--- src/lcd_pkg.sv ---
// Shared types and constants for the line command decoder.
// Used by lcd_line_tracker and line_command_decoder_top; depends on nothing else.
package lcd_pkg;

  // Longest line buffer the original firmware kept, including the terminator.
  localparam int LINE_BYTES = 64;
  // Width of the line length counter; at least four bits so that the exact
  // keyword lengths (nine and ten) can be compared.
  localparam int LEN_W = ($clog2(LINE_BYTES) < 4) ? 4 : $clog2(LINE_BYTES);

  localparam logic KIND_BYTE    = 1'b0;
  localparam logic KIND_OVERRUN = 1'b1;

  localparam logic TGT_DISPLAY = 1'b0;
  localparam logic TGT_RECOG   = 1'b1;

  localparam logic [7:0] CH_NUL     = 8'd0;
  localparam logic [7:0] CH_NEWLINE = 8'd10;

  typedef enum logic [3:0] {
    CMD_OFF         = 4'd0,
    CMD_ON          = 4'd1,
    CMD_ENROLL      = 4'd2,
    CMD_DETECT      = 4'd3,
    CMD_DELETE_ALL  = 4'd4,
    CMD_THRESH_UP   = 4'd5,
    CMD_THRESH_DOWN = 4'd6,
    CMD_GOTO_IDLE   = 4'd7,
    CMD_DELETE      = 4'd8
  } lcd_cmd_t;

  typedef struct packed {
    logic               hit;
    logic               target;
    lcd_cmd_t           command;
    logic signed [31:0] entry_id;
  } lcd_result_t;

  // Characters of the raise-threshold line, indexed by position in the line.
  function automatic logic [7:0] kw_up_char(input logic [3:0] idx);
    logic [7:0] c;
    unique case (idx)
      4'd0: c = "t";
      4'd1: c = "h";
      4'd2: c = "r";
      4'd3: c = "e";
      4'd4: c = "s";
      4'd5: c = "h";
      4'd6: c = "_";
      4'd7: c = "u";
      4'd8: c = "p";
      default: c = 8'd0;
    endcase
    return c;
  endfunction

  // Characters of the lower-threshold line.
  function automatic logic [7:0] kw_dwn_char(input logic [3:0] idx);
    logic [7:0] c;
    unique case (idx)
      4'd0: c = "t";
      4'd1: c = "h";
      4'd2: c = "r";
      4'd3: c = "e";
      4'd4: c = "s";
      4'd5: c = "h";
      4'd6: c = "_";
      4'd7: c = "d";
      4'd8: c = "w";
      4'd9: c = "n";
      default: c = 8'd0;
    endcase
    return c;
  endfunction

  // Characters of the "del" prefix.
  function automatic logic [7:0] kw_del_char(input logic [1:0] idx);
    logic [7:0] c;
    unique case (idx)
      2'd0: c = "d";
      2'd1: c = "e";
      2'd2: c = "l";
      default: c = 8'd0;
    endcase
    return c;
  endfunction

endpackage

--- src/lcd_line_tracker.sv ---
// Per-line running match state and end-of-line command decode.
// Depends on lcd_pkg; instantiated by line_command_decoder_top.
module lcd_line_tracker (
  input  logic               clk,
  input  logic               rst_n,
  input  logic               step_en,
  input  logic               kind,
  input  logic [7:0]         rx_byte,
  output lcd_pkg::lcd_result_t result
);

  typedef enum logic [1:0] {
    PH_BLANK  = 2'd0,
    PH_DIGITS = 2'd1,
    PH_DONE   = 2'd2
  } phase_t;

  localparam logic [5:0]  HIT_OFF = 6'b000001;
  localparam logic [5:0]  HIT_ONL = 6'b000010;
  localparam logic [5:0]  HIT_ENR = 6'b000100;
  localparam logic [5:0]  HIT_REC = 6'b001000;
  localparam logic [5:0]  HIT_REM = 6'b010000;
  localparam logic [5:0]  HIT_GOT = 6'b100000;
  localparam logic [31:0] MAG_MAX = 32'h8000_0000;
  localparam logic [31:0] POS_MAX = 32'h7FFF_FFFF;
  localparam logic [lcd_pkg::LEN_W-1:0] LEN_SAT = lcd_pkg::LEN_W'(lcd_pkg::LINE_BYTES - 1);

  logic [lcd_pkg::LEN_W-1:0] len_r, len_nxt;
  logic                      nul_r, nul_nxt;
  logic [15:0]               recent_r, recent_nxt;
  logic [5:0]                hits_r, hits_nxt;
  logic [1:0]                exact_r, exact_nxt;
  logic                      del_ok_r, del_ok_nxt;
  phase_t                    phase_r, phase_nxt;
  logic                      neg_r, neg_nxt;
  logic [31:0]               value_r, value_nxt;

  logic [23:0] window;
  logic        is_nul;
  logic        is_digit;
  logic        is_blank;
  logic [35:0] value_ext;

  assign is_nul   = (rx_byte == lcd_pkg::CH_NUL);
  assign window   = {recent_r, rx_byte};
  assign is_digit = (rx_byte >= "0") && (rx_byte <= "9");
  assign is_blank = ((rx_byte >= 8'd9) && (rx_byte <= 8'd13)) || (rx_byte == " ");
  // value * 10 + digit as two shifts and adds.
  assign value_ext = {1'b0, value_r, 3'b000} + {3'b000, value_r, 1'b0}
                   + {32'd0, rx_byte[3:0]};

  always_comb begin
    len_nxt    = len_r;
    nul_nxt    = nul_r;
    recent_nxt = recent_r;
    hits_nxt   = hits_r;
    exact_nxt  = exact_r;
    del_ok_nxt = del_ok_r;
    phase_nxt  = phase_r;
    neg_nxt    = neg_r;
    value_nxt  = value_r;

    if (step_en) begin
      if ((kind == lcd_pkg::KIND_OVERRUN) || (rx_byte == lcd_pkg::CH_NEWLINE)) begin
        len_nxt    = '0;
        nul_nxt    = 1'b0;
        recent_nxt = '0;
        hits_nxt   = '0;
        exact_nxt  = 2'b11;
        del_ok_nxt = 1'b1;
        phase_nxt  = PH_BLANK;
        neg_nxt    = 1'b0;
        value_nxt  = '0;
      end else begin
        if (len_r < LEN_SAT) begin
          len_nxt = len_r + 1'b1;
        end
        if (!nul_r) begin
          // Exact-line candidates: a NUL counts only right after the keyword.
          if (is_nul) begin
            if (len_r != lcd_pkg::LEN_W'(9))  exact_nxt[0] = 1'b0;
            if (len_r != lcd_pkg::LEN_W'(10)) exact_nxt[1] = 1'b0;
          end else begin
            if (!((len_r < lcd_pkg::LEN_W'(9)) &&
                  (rx_byte == lcd_pkg::kw_up_char(len_r[3:0])))) begin
              exact_nxt[0] = 1'b0;
            end
            if (!((len_r < lcd_pkg::LEN_W'(10)) &&
                  (rx_byte == lcd_pkg::kw_dwn_char(len_r[3:0])))) begin
              exact_nxt[1] = 1'b0;
            end
          end
          if ((len_r < lcd_pkg::LEN_W'(3)) &&
              (is_nul || (rx_byte != lcd_pkg::kw_del_char(len_r[1:0])))) begin
            del_ok_nxt = 1'b0;
          end

          if (is_nul) begin
            nul_nxt = 1'b1;
          end else begin
            if (window == {"o", "f", "f"}) hits_nxt = hits_nxt | HIT_OFF;
            if (window == {"o", "n", "L"}) hits_nxt = hits_nxt | HIT_ONL;
            if (window == {"e", "n", "r"}) hits_nxt = hits_nxt | HIT_ENR;
            if (window == {"r", "e", "c"}) hits_nxt = hits_nxt | HIT_REC;
            if (window == {"r", "e", "m"}) hits_nxt = hits_nxt | HIT_REM;
            if (window == {"g", "o", "t"}) hits_nxt = hits_nxt | HIT_GOT;
            recent_nxt = window[15:0];

            // Id digits after the "del" prefix position, read like atoi.
            if ((len_r >= lcd_pkg::LEN_W'(3)) && (phase_r != PH_DONE)) begin
              priority if ((phase_r == PH_BLANK) && is_blank) begin
                phase_nxt = PH_BLANK;
              end else if ((phase_r == PH_BLANK) && ((rx_byte == "+") || (rx_byte == "-"))) begin
                neg_nxt   = (rx_byte == "-");
                phase_nxt = PH_DIGITS;
              end else if (is_digit) begin
                value_nxt = (value_ext > {4'd0, MAG_MAX}) ? MAG_MAX : value_ext[31:0];
                phase_nxt = PH_DIGITS;
              end else begin
                phase_nxt = PH_DONE;
              end
            end
          end
        end
      end
    end
  end

  always_ff @(posedge clk) begin
    if (!rst_n) begin
      len_r    <= '0;
      nul_r    <= 1'b0;
      recent_r <= '0;
      hits_r   <= '0;
      exact_r  <= 2'b11;
      del_ok_r <= 1'b1;
      phase_r  <= PH_BLANK;
      neg_r    <= 1'b0;
      value_r  <= '0;
    end else begin
      len_r    <= len_nxt;
      nul_r    <= nul_nxt;
      recent_r <= recent_nxt;
      hits_r   <= hits_nxt;
      exact_r  <= exact_nxt;
      del_ok_r <= del_ok_nxt;
      phase_r  <= phase_nxt;
      neg_r    <= neg_nxt;
      value_r  <= value_nxt;
    end
  end

  // End-of-line decode from the running state, in fixed priority.
  always_comb begin
    result.hit      = 1'b1;
    result.target   = lcd_pkg::TGT_RECOG;
    result.command  = lcd_pkg::CMD_OFF;
    result.entry_id = -32'sd1;
    priority if ((len_r == '0) || (len_r >= LEN_SAT)) begin
      result.hit = 1'b0;
    end else if ((hits_r & HIT_OFF) != '0) begin
      result.target  = lcd_pkg::TGT_DISPLAY;
      result.command = lcd_pkg::CMD_OFF;
    end else if ((hits_r & HIT_ONL) != '0) begin
      result.target  = lcd_pkg::TGT_DISPLAY;
      result.command = lcd_pkg::CMD_ON;
    end else if ((hits_r & HIT_ENR) != '0) begin
      result.command = lcd_pkg::CMD_ENROLL;
    end else if ((hits_r & HIT_REC) != '0) begin
      result.command = lcd_pkg::CMD_DETECT;
    end else if ((hits_r & HIT_REM) != '0) begin
      result.command = lcd_pkg::CMD_DELETE_ALL;
    end else if (exact_r[0] && (nul_r || (len_r == lcd_pkg::LEN_W'(9)))) begin
      result.command = lcd_pkg::CMD_THRESH_UP;
    end else if (exact_r[1] && (nul_r || (len_r == lcd_pkg::LEN_W'(10)))) begin
      result.command = lcd_pkg::CMD_THRESH_DOWN;
    end else if ((hits_r & HIT_GOT) != '0) begin
      result.command = lcd_pkg::CMD_GOTO_IDLE;
    end else if (del_ok_r && (len_r >= lcd_pkg::LEN_W'(3))) begin
      result.command = lcd_pkg::CMD_DELETE;
      if (neg_r) begin
        result.entry_id = $signed(32'd0 - value_r);
      end else begin
        result.entry_id = $signed((value_r > POS_MAX) ? POS_MAX : value_r);
      end
    end else begin
      result.hit = 1'b0;
    end
    if ((kind != lcd_pkg::KIND_BYTE) || (rx_byte != lcd_pkg::CH_NEWLINE)) begin
      result.hit = 1'b0;
    end
  end

endmodule

--- src/line_command_decoder_top.sv ---
// Top level of the line command decoder: input register, line tracker and result register.
// Depends on lcd_pkg and lcd_line_tracker.
//
// The decoder takes one received serial byte (or a receiver overrun event) per request
// and builds up lines ended by a newline. While bytes arrive it keeps running keyword
// flags, so at the newline it can issue at most one command: the substrings off, onL,
// enr, rec and rem, then the two exact threshold lines ("thresh_" followed by up or
// dwn), then the substring got, then a line starting with del followed by a decimal id
// that saturates at 32 bits. Empty, unknown and overlong lines (63 bytes or more)
// produce no result, a NUL stops matching for the rest of its line, and an overrun
// drops the line in progress. A request is registered on acceptance and then processed
// from the input register, so one byte can be accepted every clock while in_stall is
// low; a command is decoded from the input register and loaded into the output register,
// where the receiver can take it. The output register lets the next request in while a
// command waits; input stall rises only when a newline that decodes to a command is
// waiting behind a command the receiver has not yet taken.
module line_command_decoder_top (
  input  logic        clk,
  input  logic        rst_n,
  input  logic        in_valid,
  output logic        in_stall,
  input  logic        in_kind,
  input  logic [7:0]  in_rx_byte,
  output logic        out_valid,
  input  logic        out_stall,
  output logic        out_target,
  output logic [3:0]  out_command,
  output logic [31:0] out_entry_id
);

  // Input register.
  logic       req_valid_r;
  logic       req_kind_r;
  logic [7:0] req_byte_r;

  // Result register.
  logic                 res_valid_r;
  lcd_pkg::lcd_result_t res_r;

  lcd_pkg::lcd_result_t decode;
  logic                 blocked;
  logic                 step_en;
  logic                 in_take;

  // A pending command can only move on once the output register is free.
  assign blocked  = req_valid_r && decode.hit && res_valid_r && out_stall;
  assign step_en  = req_valid_r && !blocked;
  assign in_stall = blocked;
  assign in_take  = in_valid && !in_stall;

  lcd_line_tracker u_tracker (
    .clk     (clk),
    .rst_n   (rst_n),
    .step_en (step_en),
    .kind    (req_kind_r),
    .rx_byte (req_byte_r),
    .result  (decode)
  );

  always_ff @(posedge clk) begin
    if (!rst_n) begin
      req_valid_r <= 1'b0;
      res_valid_r <= 1'b0;
    end else begin
      if (!blocked) begin
        req_valid_r <= in_take;
      end
      if (step_en && decode.hit) begin
        res_valid_r <= 1'b1;
      end else if (res_valid_r && !out_stall) begin
        res_valid_r <= 1'b0;
      end
    end
  end

  always_ff @(posedge clk) begin
    if (in_take) begin
      req_kind_r <= in_kind;
      req_byte_r <= in_rx_byte;
    end
    if (step_en && decode.hit) begin
      res_r <= decode;
    end
  end

  assign out_valid    = res_valid_r;
  assign out_target   = res_r.target;
  assign out_command  = res_r.command;
  assign out_entry_id = res_r.entry_id;

endmodule
--- config.mk ---
export PLATFORM = sky130hd
export DESIGN_NAME = line_command_decoder_top
export DESIGN_NICKNAME = d
export VERILOG_FILES = /design/src/lcd_pkg.sv /design/src/lcd_line_tracker.sv /design/src/line_command_decoder_top.sv
export SDC_FILE = /design/constraint.sdc
export NUM_CORES = 1
export LEC_CHECK = 0
export BUFFER_PORTS_ARGS = -buffer_cell sky130_fd_sc_hd__buf_2
export CAP_MARGIN = 0
export CORE_MARGIN = 8
export CORE_UTILIZATION = 50
export CTS_CLUSTER_SIZE = 20
export DETAILED_ROUTE_END_ITERATION = 6
export PLACE_DENSITY = 0.67
export SLEW_MARGIN = 20
export SYNTH_ARGS = -nofsm -noshare
export SYNTH_HDL_FRONTEND = slang
export SYNTH_SLANG_ARGS = --single-unit
export TNS_END_PERCENT = 1
--- constraint.sdc ---
create_clock -name clk -period 8.2 [get_ports clk]
set_input_delay 0.82 -clock clk [delete_from_list [all_inputs] [get_ports clk]]
set_output_delay 0.82 -clock clk [all_outputs]
set_load 0.05 [all_outputs]
-- After elaboration in Yosys (flattened, before gate mapping)
Memory sizes are Yosys's and may differ from the RTL's. A register that Yosys moved wholly into a read port is not among the register bits.
Cells that the tools add are included.
- bits in read-only memories: 224
- memories kept: 2
- register bits after elaboration: 115
- logic and storage cells: 208
- output and inout bits: 39
- multiplexer cells: 89
- reduce and logical (&&, ||, !) cells: 51
- equality and inequality tests: 29
- magnitude comparators: 12
- bitwise logic cells: 1
- $add $sub $neg: 4
- memories (name ; words ; bits a word ; read ports ; clocked after Yosys merged registers in ; wr ports ; RTL line ; text):
    (name not given) ; 16 ; 7 ; 1 ; 1 ; 0 ; lcd_pkg.sv:42 ; unique case (idx)
    (name not given) ; 16 ; 7 ; 1 ; 1 ; 0 ; lcd_pkg.sv:60 ; unique case (idx)
- operators by type and width (operator ; count):
    $mux W32 ; 10
    $eq A24 B23 Y1 const B ; 6
    $mux W8 ; 11
    $mux W16 ; 3
    $mux W4 ; 12
    $add A35 B33 Y36 ; 1
    $add A36 B4 Y36 ; 1
    $gt A36 B32 Y1 const B ; 1
    $mux W36 ; 1
    $mux W6 ; 6
    $gt A32 B31 Y1 const B ; 1
    $sub A1 B32 Y32 const A ; 1
    $mux W1 ; 31
    $eq A8 B6 Y1 const B ; 3
    $mux W2 ; 11
    $pmux W7 S3 ; 1
    $logic_and A1 B1 Y1 ; 18
    $eq A8 B8 Y1 ; 2
    $eq A6 B4 Y1 const B ; 2
    $lt A6 B4 Y1 const B ; 2
    $ne A6 B4 Y1 const B ; 2
    $reduce_and A4 Y1 ; 3
    $reduce_bool A2 Y1 ; 6
    $mux W5 ; 2
    34 further kinds ; 49

-- Depth between registers and ports, before layout
- depth after elaboration: 25
- mapped depth: 15
- depth with buffers taken out: 14

-- Cells and area by module
From an unflattened synthesis, not the netlist that was laid out.
- cells, all modules: 948
- area, all modules: 8225.4 um^2
- modules (own cells, without submodules) (module ; area an instance (um^2) ; instances ; cells an instance):
    lcd_line_tracker ; 6749.0 ; 1 ; 891
    line_command_decoder_top ; 1476.4 ; 1 ; 57

-- Worst setup path after synthesis
Ideal clock, no wire load.
- kind: register -> register
- start: register u_tracker.len_r[0] (netlist name)
- end: register res_r (netlist bit out_command[0]) (enable)
- setup slack: 4.498 ns
- data required time: 7.756 ns
- library setup time: 0.444 ns
- cell stages (with the launch flop): 8
- arrival time: 3.258 ns
- clock period less this slack: 3.702 ns
- cells stage by stage: dfxtp_1 > ha_1 > and3_1 > a32oi_1 > nand3b_1 > nor2_1 > nand2_1 > a21oi_1
- word-level cells in the longest chain between the ends: 19
- elaborated cells on any way between the ends: 28
- those cells by class: order compare: 2; eq/ne: 2; mux: 11; reduce/logical: 13
- ends and longest elaborated chain (element ; RTL line ; text):
    start, declared ; lcd_line_tracker.sv:28 ; logic [lcd_pkg::LEN_W-1:0] len_r, len_nxt;
    start signal, assigned ; lcd_line_tracker.sv:141 ; len_r <= len_nxt;
    $ge A6 B2 Y1 ; lcd_line_tracker.sv:179 ; end else if (del_ok_r && (len_r >= lcd_pkg::LEN_W'(3))) begin
    $logic_and A1 B1 Y1 ; lcd_line_tracker.sv:179 ;
    $mux W1 ; lcd_line_tracker.sv:179 ;
    $mux W1 ; lcd_line_tracker.sv:177 ; end else if ((hits_r & HIT_GOT) != '0) begin
    $mux W1 ; lcd_line_tracker.sv:175 ; end else if (exact_r[1] && (nul_r || (len_r == lcd_pkg::LEN_W'(10)))) begin
    $mux W1 ; lcd_line_tracker.sv:173 ; end else if (exact_r[0] && (nul_r || (len_r == lcd_pkg::LEN_W'(9)))) begin
    $mux W1 ; lcd_line_tracker.sv:171 ; end else if ((hits_r & HIT_REM) != '0) begin
    $mux W1 ; lcd_line_tracker.sv:169 ; end else if ((hits_r & HIT_REC) != '0) begin
    $mux W1 ; lcd_line_tracker.sv:167 ; end else if ((hits_r & HIT_ENR) != '0) begin
    $mux W1 ; lcd_line_tracker.sv:164 ; end else if ((hits_r & HIT_ONL) != '0) begin
    $mux W1 ; lcd_line_tracker.sv:161 ; end else if ((hits_r & HIT_OFF) != '0) begin
    $mux W1 (*) ; lcd_line_tracker.sv:159 ; priority if ((len_r == '0) || (len_r >= LEN_SAT)) begin
    $mux W1 (*) ; lcd_line_tracker.sv:189 ; if ((kind != lcd_pkg::KIND_BYTE) || (rx_byte != lcd_pkg::CH_NEWLINE)) begin
    $logic_and A1 B1 Y1 (3 in series) ; line_command_decoder_top.sv:46 ; assign blocked = req_valid_r && decode.hit && res_valid_r && out_stall;
    $logic_not A1 Y1 ; - ;
    $logic_and A1 B1 Y1 ; line_command_decoder_top.sv:47 ; assign step_en = req_valid_r && !blocked;
    $logic_and A1 B1 Y1 (*) ; line_command_decoder_top.sv:81 ; if (step_en && decode.hit) begin
    end signal, assigned ; line_command_decoder_top.sv:82 ; res_r <= decode;
    end, declared ; line_command_decoder_top.sv:38 ; lcd_pkg::lcd_result_t res_r;
Mark *: on every way between the ends. The rest lies on a longest branch, timed or not.
A chain may end at the register's enable or synchronous reset.

-- Worst setup path after layout
- start: register req_byte_r[3]
- end: register u_tracker.value_r[11]
- word-level cells in the longest chain between the ends: 10
- elaborated cells on any way between the ends: 41
- those cells by class: add/sub: 1; order compare: 5; eq/ne: 9; mux: 9; reduce/logical: 17
- ends and longest elaborated chain (element ; RTL line ; text):
    start, declared ; line_command_decoder_top.sv:34 ; logic [7:0] req_byte_r;
    start signal, assigned ; line_command_decoder_top.sv:79 ; req_byte_r <= in_rx_byte;
    $add A36 B4 Y36 ; lcd_line_tracker.sv:50 ; + {32'd0, rx_byte[3:0]};
    $gt A36 B32 Y1 ; lcd_line_tracker.sv:117 ; value_nxt = (value_ext > {4'd0, MAG_MAX}) ? MAG_MAX : value_ext[31:0];
    $mux W32 ; lcd_line_tracker.sv:117 ;
    $mux W32 ; lcd_line_tracker.sv:116 ; end else if (is_digit) begin
    $mux W32 ; lcd_line_tracker.sv:113 ; end else if ((phase_r == PH_BLANK) && ((rx_byte == "+") || (rx_byte == "-"))) begin
    $mux W32 ; lcd_line_tracker.sv:111 ; priority if ((phase_r == PH_BLANK) && is_blank) begin
    $mux W32 ; lcd_line_tracker.sv:110 ; if ((len_r >= lcd_pkg::LEN_W'(3)) && (phase_r != PH_DONE)) begin
    $mux W32 ; lcd_line_tracker.sv:98 ; if (is_nul) begin
    $mux W32 ; lcd_line_tracker.sv:78 ; if (!nul_r) begin
    $mux W32 ; lcd_line_tracker.sv:64 ; if ((kind == lcd_pkg::KIND_OVERRUN) || (rx_byte == lcd_pkg::CH_NEWLINE)) begin
    end signal, assigned ; lcd_line_tracker.sv:149 ; value_r <= value_nxt;
    end, declared ; lcd_line_tracker.sv:36 ; logic [31:0] value_r, value_nxt;
Several ways; a longest one is shown, not always the timed one. The select of a mux whose other input is x is not followed.

==> summary.txt <==
Detailed routing
  – Iter 0 DRT Violations: 659
  – Aggregate routed wire length: 23.6 mm
  – Routed len/inst: 18.0 µm
  – Number of detailed-route iterations in the first pass: 5
  – Antenna violation net count after detailed routing: 0
  – Per-cell via count in the routed design: 6.14
  – DRC violations left: 0
  – Total number of vias: 8,062

Floorplanning
  – Rows: 49
  – Num ports: 52
  – Initial Utilization: 50.9%
  – Core area: 17,900 µm²
  – Die height: 151 µm
  – Total die area: 22,800 µm²
  – Die X: 151 µm

Yosys
  – Cell count after synthesis: 1,036
  – Number of unique standard cell types used by synthesis: 97
  – Synthesized area divided by synthesized cell count: 8.80 µm²
  – Netlist area before placement: 9110 µm²
  – Portion of the post-synthesis area used by sequential elements: 33.4%
  – Synth async-reset ratio: 0%
  – Yosys warns: 0
  – Post-synth EDFFs: 46
  – Synthesis-stage register bit count: 129
  – Net count after synthesis: 1,130
  – Ys flop type: dfxtp_1

Timing
  – Fin worst setup slack: 3.72 ns
  – Setup repair after global routing missed its margin: false
  – Setup violators final: 0
  – Achievable clock frequency: 0.223 GHz
  – Final hold slack: 0.476 ns
  – Total negative slack for setup checks: 0 ns
  – Slew at the pin closest to its max-slew limit: 1.07 ns
  – Count of endpoints failing hold in the final timing report: 0
  – Final clock skew: 0.0126 ns
  – Period utilization: 54.7%
  – Tmin final: 4.48 ns
  – Rel. slew slack: 28.9%
  – Max Transition Viols Final: 0

Placement
  – Placed instance area: 9510 µm²
  – Post-place setup slack: 3.73 ns
  – Placer congestion estimate: 0.955
  – Hpwl dp: 17.9 mm
  – Count of port buffers added during placement: 51

CTS
  – Number of buffers added to fix hold violations after cts: 0
  – CTS tree: built
  – CTS buffer count: 17
  – Number of gates given a new drive strength after cts: 0
  – CTS H-tree lvls: 4
  – Maximum clock insertion buffer count: 2
  – Post-CTS setup buffers: 0
  – Clock latency on the worst-skew pair: 0.42 ns
  – Root buffer cell: clkbuf_16
  – Number of sinks driven by the clock tree: 129
  – Reg clk slew, reported paths: 0.06 ns

Power and ir drop
  – Maximum ir drop on the vdd rail: 0.149 mV
  – Static power due to leakage: 4.37 nW
  – PwrDens: 147 nW/µm²
  – Power consumption: 0.00149 W

Global routing
  – Combined global-route utilization of all metal layers: 20.9%
  – Overflow left after global routing: 0
  – Via count of the first global-routing pass: 7,175
  – First-pass GRT wire length: 38.2 mm
  – Pin count of the biggest net entering global routing: 38
  – Number of antenna violations at the first check in global routing: 0

Worst setup path
  – Register-to-register setup slack: 3.72 ns
  – Launching point of the worst reg2reg path: req_byte_r[3]
  – Depth of the most critical reg-to-reg path: 13
  – Element type at the critical path end: flop
  – Worst setup path class: reg2reg
  – Crit-path max FO: 18
  – Critical Path Max Stage Delay: 0.64 ns
  – List of cells traversed by the critical path: fa_1, inv_1, fa_1, nor2b_1, o31ai_1, a211oi_1, nor2_1, o31ai_2, a21oi_1, o21ai_0, nor4b_4, o211ai_4, o31ai_1
  – Required time worst endpoint: 8.52 ns
  – Data arrival at the endpoint of the critical path: 4.80 ns
  – Slowest cell on crit path: fa_1
  – R2R Path End: u_tracker.value_r[11]
  – Crit start category: flop

Status
  – Result of the run: finished clean

Layout
  – Growth of design area from synthesis to finish: 10.9%
  – Area used by multi-input combinational logic: 5790 µm²
  – Sequential cell area: 3040 µm²
  – Fill count: 1,653
  – Most common cell after layout, fill and taps aside: nand2_1
  – Fin nets: 1,164
  – Most used cells in the layout excluding fill and tap cells: nand2_1, dfxtp_1, ha_1, o21ai_0, nor2_1
  – Proportion of layout cells with a drive suffix above 1: 14.6%
  – Fin area: 10,100 µm²
  – Ant diodes: 0

Worst hold path
  – Endpoint, Worst Hold: u_tracker.recent_r[13]
  – Instance count along the most critical hold path: 1
  – Start point of the worst min-delay path: u_tracker.recent_r[13]
  – Classification of the worst-slack hold path: reg2reg

Job
  – Max-Cap Viols: 0
## layer usage
metal | up-vias | wire length, µm | global-route usage, % | share of wire (%)
li1 | 3971 | - | - | -
met1 | 3791 | 12100 | 32.3 | 51
met2 | 276 | 9530 | 28.7 | 40
met3 | 24 | 1730 | 3.47 | 7.3
met4 | 0 | 270 | 6.23 | 1.1
met5 | - | 0 | 0 | 0
## kinds of logic (layout without fill, tap and decap cells)
kind of cell / Yosys count / count (layout) / synth area share (%)
buffers and inverters: 68 / 115 / 3.31
AO/OA/AOI/OAI: 301 / 301 / 23.5
XOR/XNOR: 36 / 36 / 3.46
AND/OR/NAND/NOR: 408 / 408 / 23.5
adder cells (fa/ha/maj): 81 / 81 / 11.3
multiplexers: 13 / 13 / 1.54
flip-flops: 129 / 129 / 33.4
## report_power, final
group	internal, W	switching, W
combinational	0.0000291	0.0000395
clock	0.000443	0.000287
sequential	0.000671	0.0000193
## synthesized netlist by cell type (all sizes together) (7+ instances only)
master / number / area, µm²
a211oi: 13 / 97.6
a21boi: 7 / 60.1
a21o: 25 / 190
a21oi: 54 / 285
a22o: 23 / 203
a31oi: 8 / 50.1
and2: 29 / 184
and3: 16 / 103
buf: 12 / 81.3
clkbuf: 28 / 106
dfxtp: 83 / 1660
edfxtp: 46 / 1380
ha: 79 / 988
inv: 27 / 101
mux2: 8 / 90.1
nand2: 119 / 447
nand2b: 9 / 56.3
nand3: 27 / 135
nand4: 23 / 144
nor2: 59 / 224
nor2b: 17 / 106
nor3: 41 / 216
nor4: 14 / 87.6
o21a: 9 / 67.6
o21ai: 83 / 453
o31a: 8 / 72.6
o31ai: 10 / 80.1
or2: 9 / 56.3
or3: 14 / 95.1
or4: 9 / 71.3
xnor2: 29 / 254
xor2: 7 / 61.3
## worst max path at each step
stage / startpoint / to / slack, ns / depth (start not counted)
6_report: req_byte_r[3] / u_tracker.value_r[11] / 3.72 / 13
5_1_grt: req_byte_r[3] / u_tracker.value_r[12] / 3.33 / 13
4_1_cts: req_byte_r[3] / u_tracker.value_r[11] / 3.72 / 13
3_5_place_dp: req_byte_r[3] / u_tracker.value_r[11] / 3.73 / 13
3_3_place_gp: req_byte_r[3] / u_tracker.value_r[11] / 3.87 / 13
2_1_floorplan: u_tracker.len_r[0] / out_command[0] / 4.50 / 7
## layout make-up
cell class	count	area share, %
multi-input cells	839	57.3
flip-flops and latches	129	30.1
clock buffers	20	4.63
repair buffers	56	3.09
well taps	229	2.83
clock inverters	12	1.06
inverters	27	1.00
## critical path: cells and delay by family (launching register included)
family / cells / cell delay (ns)
adders and majority gates: 2 / 1.09
DFF: 1 / 0.61
buffers and inverters: 1 / 0.07
and+or+nand+nor: 3 / 0.81
AOI/OAI and AO/OA: 7 / 1.81
## per-stage QoR
step / util [%] / cells
global placement: 53.1 / 1279
detailed placement: 53.1 / 1279
CTS: 56.3 / 1311
global route: 56.5 / 1312
floorplan: - / 1036
finish: 56.5 / 1312
Power figures use the tool's default switching activity.
